===== config.mk =====
export PLATFORM = sky130hd
export DESIGN_NAME = npcm_out
export DESIGN_NICKNAME = d
export VERILOG_FILES = /design/src/rtl/core/nearest_palette_color_match_defines.svh /design/src/rtl/core/npcm_pkg.sv /design/src/rtl/core/npcm_out.sv
export SDC_FILE = /design/constraint.sdc
export NUM_CORES = 1
export LEC_CHECK = 0
export ABC_AREA = 1
export CORE_AREA = 2 2 39 41
export DETAILED_ROUTE_END_ITERATION = 6
export DIE_AREA = 0 0 41 43
export DONT_BUFFER_PORTS = 1
export SLEW_MARGIN = 15
export SYNTH_ARGS = -nofsm -noshare
export SYNTH_HDL_FRONTEND = slang
export SYNTH_SLANG_ARGS = --single-unit

===== constraint.sdc =====
create_clock -name i_clk -period 1.3 [get_ports i_clk]
set_clock_uncertainty 0.15 [all_clocks]
set_input_delay 0.26 -clock i_clk [delete_from_list [all_inputs] [get_ports i_clk]]
set_output_delay 0.26 -clock i_clk [all_outputs]
set_load 0.02 [all_outputs]

===== src/rtl/core/nearest_palette_color_match_defines.svh =====
// Assertion macros shared by the nearest palette color match RTL.
`ifndef NEAREST_PALETTE_COLOR_MATCH_DEFINES_SVH
`define NEAREST_PALETTE_COLOR_MATCH_DEFINES_SVH

// Clocked check on i_clk, masked while i_rst_n is low.
`define NPCM_ASSERT(label, prop) \
    label: assert property (@(posedge i_clk) disable iff (!i_rst_n) prop) \
        else $error("%m: check failed");

// Same check with a caller-supplied message.
`define NPCM_ASSERT_MSG(label, prop, msg) \
    label: assert property (@(posedge i_clk) disable iff (!i_rst_n) prop) \
        else $error(msg);

`endif


===== src/rtl/core/npcm_pkg.sv =====
// Shared types and constants for the nearest palette color match block.
`timescale 1ns / 1ps

package npcm_pkg;

    localparam int PALETTE_DEPTH_DEF = 512;

    localparam int COLOR_W = 8;
    localparam int INDEX_W = 9;
    localparam int COUNT_W = 10;
    localparam int ID_W    = 10;
    localparam int DIST_W  = 18;   // 3 * 255^2 fits in 18 bits

    localparam logic [COUNT_W-1:0] ENTRIES_RESET = 10'd261;

    // APB register map: one register, selected by address bit 2
    localparam int APB_ADDR_W = 3;
    localparam int APB_DATA_W = 32;
    localparam int REG_SEL_BIT = 2;
    localparam logic [0:0] REG_ENTRIES = 1'b0;

    typedef enum logic {
        OP_WRITE = 1'b0,
        OP_QUERY = 1'b1
    } t_op;

    // Word travelling down the cell chain
    typedef struct packed {
        logic               valid;
        t_op                op;
        logic [INDEX_W-1:0] index;
        logic [COLOR_W-1:0] red;
        logic [COLOR_W-1:0] green;
        logic [COLOR_W-1:0] blue;
        logic [DIST_W-1:0]  score;
    } t_token;

endpackage


===== src/rtl/core/npcm_out.sv =====
// Result register at the chain tail: keeps query results, drops writes.
`timescale 1ns / 1ps

module npcm_out #(
    parameter int IDX_W = 9
) (
    input  logic                          i_clk,
    input  logic                          i_rst_n,
    input  npcm_pkg::t_token              i_token,
    input  logic [IDX_W-1:0]              i_win_idx,
    input  logic                          i_ready,
    output logic                          o_advance,
    output logic                          o_valid,
    output logic [npcm_pkg::ID_W-1:0]     o_best_id
);

    logic                      r_valid;
    logic [npcm_pkg::ID_W-1:0] r_id;
    logic [31:0]               w_id_full;

    assign o_advance = !r_valid || i_ready;
    assign w_id_full = 32'(i_win_idx) + 32'd1;

    always_ff @(posedge i_clk) begin
        if (!i_rst_n) begin
            r_valid <= 1'b0;
        end else if (o_advance) begin
            r_valid <= i_token.valid && (i_token.op == npcm_pkg::OP_QUERY);
        end
    end

    always_ff @(posedge i_clk) begin
        if (o_advance) begin
            r_id <= w_id_full[npcm_pkg::ID_W-1:0];
        end
    end

    assign o_valid   = r_valid;
    assign o_best_id = r_id;

endmodule


==> qor.yml <==
clk_pin_slew_ns: 0.06
syn_nets: 119
slew_violations: 0
dp_hpwl_um: 652
synth_top_family_by_area: "simple AND/OR/NAND/NOR gates"
crit_arrival_ns: 0.84
clock_sinks: 11
crit_chain: "nand2_1, buf_12"
crit_buf_inv: 1
globalplace.congestion: 0.719
drtPass1Iterations: 4
syn_to_final_growth_pct: 17.9
routedWlPerCell_um: 10.9
io_buffers: 0
synth.area.top_cells: "edfxtp_1, nand2_1, inv_1"
synth_compound_area_share_pct: 1.44
cts_tree: "built"
use_met2_pct: 14.4
synth_mux_area_share_pct: 0
critPathCaptureType: "primary output"
clk_path_buf_depth: 2
rsz0062_at_grt: "no"
clk_latency_ns: 0.25
ant_nets: 0
numCtsBuffers: 3
grtUsageMet3_pct: 6.28
post-route-drc-count: 0
cp_max_fo: 12
total_power_mw: 0.731
yosys-top-cells-count: "nand2_1, edfxtp_1, inv_1, nor2_1"
synth_flop_cell: "edfxtp_1"
grt_pass1_vias: 334
min_to: "o_valid"
grt_pass1_wl_um: 1290
die_y_um: 43
antenna_cells: 0
clock-root-buffer: "clkbuf_4"
ys_types: 12
synth.cell_area_um2: 523
yosysTopAreaCell: "edfxtp_1"
setup_viol: 0
r2r_slack_ns: 0.29
netlist_instances: 53
start_util_pct: 37.8
htree_levels: 1
grt.overflow.total: 0
post-route-util_pct: 44.6
antenna_found_initial: 0
hold_start: "i_token[52]"
avgViaCountPerCell: 4.51
max_freq_mhz: 800
fillers: 132
rows: 14
yosys_warnings: 0
worstRegToRegCells: 2
postCtsSetupRepairBufs: 0
avgSynthCellArea_um2: 9.87
die_width_um: 41
multi_input_area_um2: 176
crit_path_start_kind: "register"
synth_edf_count: 10
holdPathStages: 2
grtUsageTotal_pct: 10.9
path_delay_family: "flip-flops"
r2r-start: "o_valid"
coreArea_mm2: 0.00138
grt_max_degree: 13
wl_um: 838
finalSetupTns_ns: 0
drt_iter0_markers: 5
fin_crit_sh_pct: 96.1
synthAdderAreaFrac_pct: 2.39
min_path_type: "in -> reg"
cp_slowest_stage_delay_ns: 0.33
slew_headroom_pct: 85.7
min_period_ns: 1.25
critical_path_class: "reg -> out"
vdd_drop_max_mv: 0.307
grt.busiest_layer: "met2"
finalHoldViolCount: 0
postSynth.asyncResetShare_pct: 0
drive_gt1_share_pct: 11.5
yosysMostFrequentCell: "nand2_1"
met1_usage_pct: 13.3
critPathRequiredTime_ns: 0.89
worst_slew_pin_slew_ns: 0.214
crit_path_top_delay_cell: "dfxtp_1"
ff_latch_area_um2: 320
pin_count: 77
die_area_mm2: 0.00176
synth_xor_area_share_pct: 5.02
reg2reg_to: "o_best_id[8]"
status: "complete, no violations"
seq_area_frac_synth_pct: 61.2
path_depth: 2
p_leak_nw: 0.279
netlist.area_leader.share_pct: 57.4
powerDensity_mw_per_mm2: 1190
cap_violations: 0
synthSimpleGateAreaFrac_pct: 24.9
ys_ff_latch: 11
fin_nets: 128
vias: 347
==> through the flow <==
step	setup WS [ns]	cell area, um2	hold WS, ns	instances
after floorplan	0.00972	523	0.257	53
after global placement	0.0798	571	0.267	71
after detailed placement	0.0644	571	0.273	71
after CTS	0.0406	617	0.00603	77
after global routing	0.00312	617	0.0295	77
final	0.0508	617	0.00778	77
==> layer usage <==
layer  part of all wire [%]  wire (um)
met1                     45        374
met2                     41        345
met3                     14        118
met4                      0          0
met5                      0          0
==> worst register-to-register path, stage by stage, from the launching register on <==
cell	delay [ns]
dfxtp_1	0.31
nand2_1	0.11
buf_12	0.15
==> cell families (layout without fill, tap and decap cells) <==
group,after synthesis,count (layout)
compound gates,1,1
xor+xnor,3,3
fa+ha+maj,1,1
buf+inv,7,15
flops,11,11
simple gates,30,30
==> registers in the layout, indices dropped and copies added, names as in the netlist <==
name / flops
o_valid: 1
o_best_id: 10
==> repair_timing <==
action / 4_1_cts / 5_1_grt
gates resized for setup: 0 / 0
hold buffers: 2 / 0
endpoints found under the hold margin: 1 / 0
endpoints found under the setup margin: 0 / 0
==> how the worst max path moves through the flow <==
stage / start / end
3_5_place_dp: i_win_idx[0] / o_best_id[8]
4_1_cts: o_valid / o_advance
2_1_floorplan: o_valid / o_best_id[0]
6_report: o_valid / o_advance
3_3_place_gp: i_win_idx[0] / o_best_id[8]
5_1_grt: o_valid / o_advance
==> cells in the final DEF, fill, tap and decap left out, drive strengths merged, types with 2 or more instances in the layout <==
master       instances
inv                  7
buf                  2
dlygate4sd3          2
nand3                3
xor2                 3
nand2               20
clkbuf               4
edfxtp              10
nor2                 6
==> area by class of cell <==
type,count,area share [%]
Multi-Input combinational cell,35,28.6
Clock buffer,4,4.26
Tap cell,16,3.25
Timing Repair Buffer,4,7.71
Sequential cell,11,51.9
Inverter,7,4.26
==> power breakdown <==
group          switching (mW)  internal (mW)  leakage [nW]
registers              0.0413          0.418         0.114
clock network          0.0964          0.118        0.0150
logic                  0.0316         0.0256         0.150
Power figures use the tool's default switching activity.
