<file path="src/rtl/core/nearest_palette_color_match_defines.svh">
// Assertion macros shared by the nearest palette color match RTL.
`ifndef NEAREST_PALETTE_COLOR_MATCH_DEFINES_SVH
`define NEAREST_PALETTE_COLOR_MATCH_DEFINES_SVH

// Clocked check on i_clk, masked while i_rst_n is low.
`define NPCM_ASSERT(label, prop) \
    label: assert property (@(posedge i_clk) disable iff (!i_rst_n) prop) \
        else $error("%m: check failed");

// Same check with a caller-supplied message.
`define NPCM_ASSERT_MSG(label, prop, msg) \
    label: assert property (@(posedge i_clk) disable iff (!i_rst_n) prop) \
        else $error(msg);

`endif

</file>
<file path="src/rtl/core/npcm_pkg.sv">
// Shared types and constants for the nearest palette color match block.
`timescale 1ns / 1ps

package npcm_pkg;

    localparam int PALETTE_DEPTH_DEF = 512;

    localparam int COLOR_W = 8;
    localparam int INDEX_W = 9;
    localparam int COUNT_W = 10;
    localparam int ID_W    = 10;
    localparam int DIST_W  = 18;   // 3 * 255^2 fits in 18 bits

    localparam logic [COUNT_W-1:0] ENTRIES_RESET = 10'd261;

    // APB register map: one register, selected by address bit 2
    localparam int APB_ADDR_W = 3;
    localparam int APB_DATA_W = 32;
    localparam int REG_SEL_BIT = 2;
    localparam logic [0:0] REG_ENTRIES = 1'b0;

    typedef enum logic {
        OP_WRITE = 1'b0,
        OP_QUERY = 1'b1
    } t_op;

    // Word travelling down the cell chain
    typedef struct packed {
        logic               valid;
        t_op                op;
        logic [INDEX_W-1:0] index;
        logic [COLOR_W-1:0] red;
        logic [COLOR_W-1:0] green;
        logic [COLOR_W-1:0] blue;
        logic [DIST_W-1:0]  score;
    } t_token;

endpackage

</file>
<file path="src/rtl/core/npcm_cell.sv">
// One palette cell: holds one entry, scores a passing query, forwards the word.
`timescale 1ns / 1ps

module npcm_cell #(
    parameter int IDX_W    = 9,
    parameter int CELL_IDX = 0
) (
    input  logic                             i_clk,
    input  logic                             i_rst_n,
    input  logic                             i_advance,
    input  logic [npcm_pkg::COUNT_W-1:0]     i_count,
    input  npcm_pkg::t_token                 i_token,
    input  logic [IDX_W-1:0]                 i_win_idx,
    output npcm_pkg::t_token                 o_token,
    output logic [IDX_W-1:0]                 o_win_idx
);

    logic [3*npcm_pkg::COLOR_W-1:0] r_color;
    npcm_pkg::t_token               r_token;
    logic [IDX_W-1:0]               r_win_idx;

    npcm_pkg::t_token               n_token;
    logic [IDX_W-1:0]               n_win_idx;

    logic [npcm_pkg::COLOR_W-1:0]   w_dr, w_dg, w_db;
    logic [2*npcm_pkg::COLOR_W-1:0] w_sr, w_sg, w_sb;
    logic [npcm_pkg::DIST_W-1:0]    w_dist;
    logic                           w_take;
    logic                           w_write_hit;

    function automatic logic [npcm_pkg::COLOR_W-1:0] abs_diff(
        input logic [npcm_pkg::COLOR_W-1:0] a,
        input logic [npcm_pkg::COLOR_W-1:0] b
    );
        return (a > b) ? (a - b) : (b - a);
    endfunction

    always_comb begin
        w_dr = abs_diff(r_color[3*npcm_pkg::COLOR_W-1:2*npcm_pkg::COLOR_W], i_token.red);
        w_dg = abs_diff(r_color[2*npcm_pkg::COLOR_W-1:npcm_pkg::COLOR_W], i_token.green);
        w_db = abs_diff(r_color[npcm_pkg::COLOR_W-1:0], i_token.blue);
        w_sr = w_dr * w_dr;
        w_sg = w_dg * w_dg;
        w_sb = w_db * w_db;
        w_dist = npcm_pkg::DIST_W'(w_sr) + npcm_pkg::DIST_W'(w_sg)
               + npcm_pkg::DIST_W'(w_sb);

        // Cell zero always wins against the open start; others need strictly less.
        w_take = i_token.valid && (i_token.op == npcm_pkg::OP_QUERY)
              && (32'(i_count) > CELL_IDX)
              && ((CELL_IDX == 0) || (w_dist < i_token.score));
        w_write_hit = i_token.valid && (i_token.op == npcm_pkg::OP_WRITE)
                   && (32'(i_token.index) == CELL_IDX);

        n_token   = i_token;
        n_win_idx = i_win_idx;
        if (w_take) begin
            n_token.score = w_dist;
            n_win_idx     = IDX_W'(CELL_IDX);
        end
    end

    always_ff @(posedge i_clk) begin
        if (i_advance && w_write_hit) begin
            r_color <= {i_token.red, i_token.green, i_token.blue};
        end
    end

    // Only the valid bit is reset; the payload just follows the chain.
    always_ff @(posedge i_clk) begin
        if (!i_rst_n) begin
            r_token.valid <= 1'b0;
        end else if (i_advance) begin
            r_token.valid <= n_token.valid;
        end
        if (i_advance) begin
            r_token.op    <= n_token.op;
            r_token.index <= n_token.index;
            r_token.red   <= n_token.red;
            r_token.green <= n_token.green;
            r_token.blue  <= n_token.blue;
            r_token.score <= n_token.score;
            r_win_idx     <= n_win_idx;
        end
    end

    assign o_token   = r_token;
    assign o_win_idx = r_win_idx;

endmodule

</file>
<file path="config.mk">
export PLATFORM = sky130hd
export DESIGN_NAME = npcm_cell
export DESIGN_NICKNAME = d
export VERILOG_FILES = /design/src/rtl/core/nearest_palette_color_match_defines.svh /design/src/rtl/core/npcm_pkg.sv /design/src/rtl/core/npcm_cell.sv
export SDC_FILE = /design/constraint.sdc
export NUM_CORES = 1
export LEC_CHECK = 0
export ABC_AREA = 1
export BUFFER_PORTS_ARGS = -buffer_cell sky130_fd_sc_hd__buf_2
export CORE_UTILIZATION = 31
export CTS_CLUSTER_DIAMETER = 200
export DETAILED_ROUTE_END_ITERATION = 7
export PLACE_DENSITY = 0.58
export SLEW_MARGIN = 20
export SYNTH_ARGS = -nofsm -noshare
export SYNTH_HDL_FRONTEND = slang
export SYNTH_SLANG_ARGS = --single-unit
</file>
<file path="constraint.sdc">
create_clock -name i_clk -period 7 [get_ports i_clk]
set_input_delay 0.7 -clock i_clk [delete_from_list [all_inputs] [get_ports i_clk]]
set_output_delay 0.7 -clock i_clk [all_outputs]
set_load 0.1 [all_outputs]
</file>
==> flow_results.org <==
** GRT
- Global routing used 15.5% of the available tracks.
- Initial antenna violation count :: 0
- Pin count of the biggest net entering global routing :: 46
- The first global-routing pass estimated 44400 microns of wire.
- Total congestion overflow after global routing :: 0
- The number of global-route vias before repair was 9211.

** Logic synthesis
- The average instance in the mapped netlist occupies 8.68 sq um.
- Counting every instance in the synthesized netlist gives 1264.
- Synthesis warning total :: 0
- Counting instances in the post-synthesis netlist gives the leading cell types as 317 x inv_1, 245 x nand2_1, 138 x fa_1.
- Summing the sequential cell areas from Yosys gives 23.4% of the chip area.
- The share of synthesized area in the top cell type comes to 25.2%.
- Number of flip-flops and latches in the synthesized netlist :: 86
- Summed over all instances, the cell type with the most area after synthesis is fa_1.
- When the netlist entered floorplanning its net count stood at 1601.
- Proportion of synthesized flip-flops having asynchronous set or reset :: 0%
- Count of flip-flops with a built-in enable after synthesis :: 85
- Number of unique standard cell types used by synthesis :: 43
- In this run the cell area of the synthesized design comes to 11000 sq um.
- Commonest register cell after synthesis :: edfxtp_1
- Dominant cells by area after synthesis :: fa_1 25%, edfxtp_1 23%, ha_1 14%
- Yosys instantiated no cell more often than inv_1.

** Setup path
- Tracing the worst setup path back leads to its startpoint at i_token[18].
- Element type at the critical path start :: input pin
- Req. time, crit path :: 7110 ps
- For this design, the slowest cell found on the critical path is fa_1.
- Most used cell, CP :: fa_1
- Measured in cells, the most critical reg-to-reg path has a length of 31.
- The critical path runs through a total of 31 cells.
- In this design, the stage delay of the slowest critical-path cell is 540 ps.
- Endpoint of the worst setup timing path :: o_token[12]$_DFFE_PP_
- Family of cells with the greatest summed delay on the critical path :: adder cells
- The worst setup path is of the input pin to flip-flop kind.
- The worst setup path is captured at a flip-flop.
- Buffering stage count on the worst path with inverters included :: 7
- The startpoint identified for the worst register-to-register timing path is r_color[0]$_DFFE_PP_.
- Maximum net fanout on the critical path :: 6
- Signal arrival time at the worst endpoint :: 6960 ps
- R2r setup slk :: 170 ps
- FF-to-FF End :: o_token[12]$_DFFE_PP_

** Place
- Instance count after placement with tap cells included :: 2023
- Worst-case setup slack after placement :: -448 ps
- Hpwl dp :: 23100 microns
- Weighted congestion at the end of routability-driven global placement :: 0.884
- During placement, the flow inserted port buffers numbering 136.

** Drt
- Starting DRT DRC Count :: 325
- Post-route DRC :: 0
- The first detailed-routing pass ran for 4 iterations.
- In the routed layout, each cell is associated on average with a via count of 4.29.
- Aggregate routed wire length :: 27100 microns
- Via count :: 8829
- The detail route stage leaves a number of antenna-violating nets equal to 0.
- After detailed routing, the average wire length per cell comes to 13.2 microns.

** Final layout
- For this run, the post-layout net count is 1933.
- Cell Count, Final, Fillers Out :: 2056
- Counting the fill cells in the layout gives 3476.
- In the final layout, the share of cells above drive strength 1 is 34.2%.
- Synth-to-layout area growth :: 32.7%
- Count of antenna diodes in the layout :: 0

** STA
- Setup repair after global routing could not meet its margin everywhere.
- Clock tree skew after final layout :: 21.3 ps
- Number of pins with negative max-slew slack in the final report :: 0
- Max frequency :: 146 MHz
- Sum of negative setup slack :: 0 ps
- The routed design could run at a clock period as short as 6850 ps.
- Transition time at the pin with the least slew margin :: 803 ps
- Final hold analysis gives a worst-case slack of 491 ps.
- Final worst path period share :: 97.9%
- Measured against its own limit, the worst slew margin works out to 46.4%.
- Setup violations remaining at the end of the flow were counted as 0.
- The final hold violation count came to 0.
- The worst path meets setup with 149 ps of slack.

** Die
- Site row count :: 68
- The floorplan step set the die height to 190 microns.
- The floorplan step defined a die boundary enclosing 36100 sq um.
- Die X :: 190 microns
- Starting Density :: 31.6%
- During I/O placement, the number of pins put on the boundary was 137.
- The core region is 34700 sq um.

** Min path
- Worst hold path class :: flip-flop to flip-flop
- Worst hold stages :: 2

** Clocking
- Sink count of the clock tree :: 86
- After clock tree synthesis, the clock-pin slew on the worst setup and hold paths is 70 ps.
- TritonCTS clock tree :: yes
- In this run the deepest clock path goes through 2 buffers.
- H-tree Lvls :: 3
- Clock latency at the later pin of the worst-skew pair :: 380 ps
- Hold-fix buffers at CTS :: 0
- Num CTS Buffers :: 9
- The tree is rooted in a clkbuf_16.

** Status
- Status :: finished clean

** Run
- Max-cap violations in this run came to 0.
-- cell type report --
type / instances / area (sq um) / share of cell area, %
Timing Repair Buffer: 332 / 2220 / 15.2
Clock inverter: 6 / 68.8 / 0.473
Clock buffer: 10 / 229 / 1.57
Multi-Input combinational cell: 833 / 7630 / 52.4
Sequential cell: 86 / 2570 / 17.7
Inverter: 334 / 1270 / 8.70
Tap cell: 455 / 569 / 3.91
-- state kept, by name, summed over array words and instances, names as in the netlist --
| name | count |
|---|---|
| o_win_idx | 9 |
| o_token | 53 |
| r_color | 24 |
-- per-stage QoR --
stage,cell area (sq um),util [%]
after floorplan,11000,-
final,14600,41.9
after global placement,13600,39.1
after detailed placement,13600,39.1
after CTS,13900,40.2
after global routing,14600,41.9
-- how the worst min path moves through the flow --
stage	from	end	slack, ps
3_3_place_gp	o_token[52]$_SDFFE_PN0P_	o_token[52]$_SDFFE_PN0P_	460
4_1_cts	o_token[52]$_SDFFE_PN0P_	o_token[52]$_SDFFE_PN0P_	500
2_1_floorplan	i_token[18]	o_token[18]$_DFFE_PP_	800
6_report	o_token[52]$_SDFFE_PN0P_	o_token[52]$_SDFFE_PN0P_	490
5_1_grt	i_token[50]	o_token[50]$_DFFE_PP_	510
3_5_place_dp	o_token[52]$_SDFFE_PN0P_	o_token[52]$_SDFFE_PN0P_	490
-- metal layers --
| layer | routed length, microns | vias up | GRT usage, % |
|---|---|---|---|
| met4 | 256 | 0 | 2.86 |
| met2 | 12600 | 177 | 26.2 |
| met1 | 13100 | 4153 | 20.8 |
| met5 | 0 | - | 0 |
| met3 | 1220 | 18 | 2.71 |
| li1 | - | 4481 | - |
-- timing repair --
action	in CTS	in global routing
endpoints found under the setup margin	7	12
pin swaps	4	96
buffers inserted	2	13
gates cloned	1	1
resized for setup	4	151
-- worst register-to-register path, delay by kind of cell, from the launching register on --
kind / cells / cell delay, ps
AND/OR/NAND/NOR: 12 / 940
adder cells (fa/ha/maj): 10 / 4390
AO/OA/AOI/OAI: 2 / 400
buffers and inverters: 7 / 480
flip-flops: 1 / 390
-- cells by family after synthesis --
family	Yosys count	synth area share [%]
AOI/OAI and AO/OA	84	4.62
xor gates and xnor gates	25	2.00
adders and majority gates	262	39.3
buffers and inverters	347	12.2
DFF	86	23.4
and+or+nand+nor	460	18.4
-- layout by cell type (no fill, tap or decap), types with 16 or more instances in the layout --
cell type and count:
inv_1 290, nand3_1 40, buf_4 187, o21ai_0 16, buf_2 135, nor2_1 90
nand2_2 46, a21oi_1 23, inv_2 39, nand2_4 19, fa_1 123, ha_1 107
edfxtp_1 85, nand2_1 212
Power is left out: the tool's default activity adds up to more than one toggle a clock period on the data nets, which glitch-free logic cannot reach.
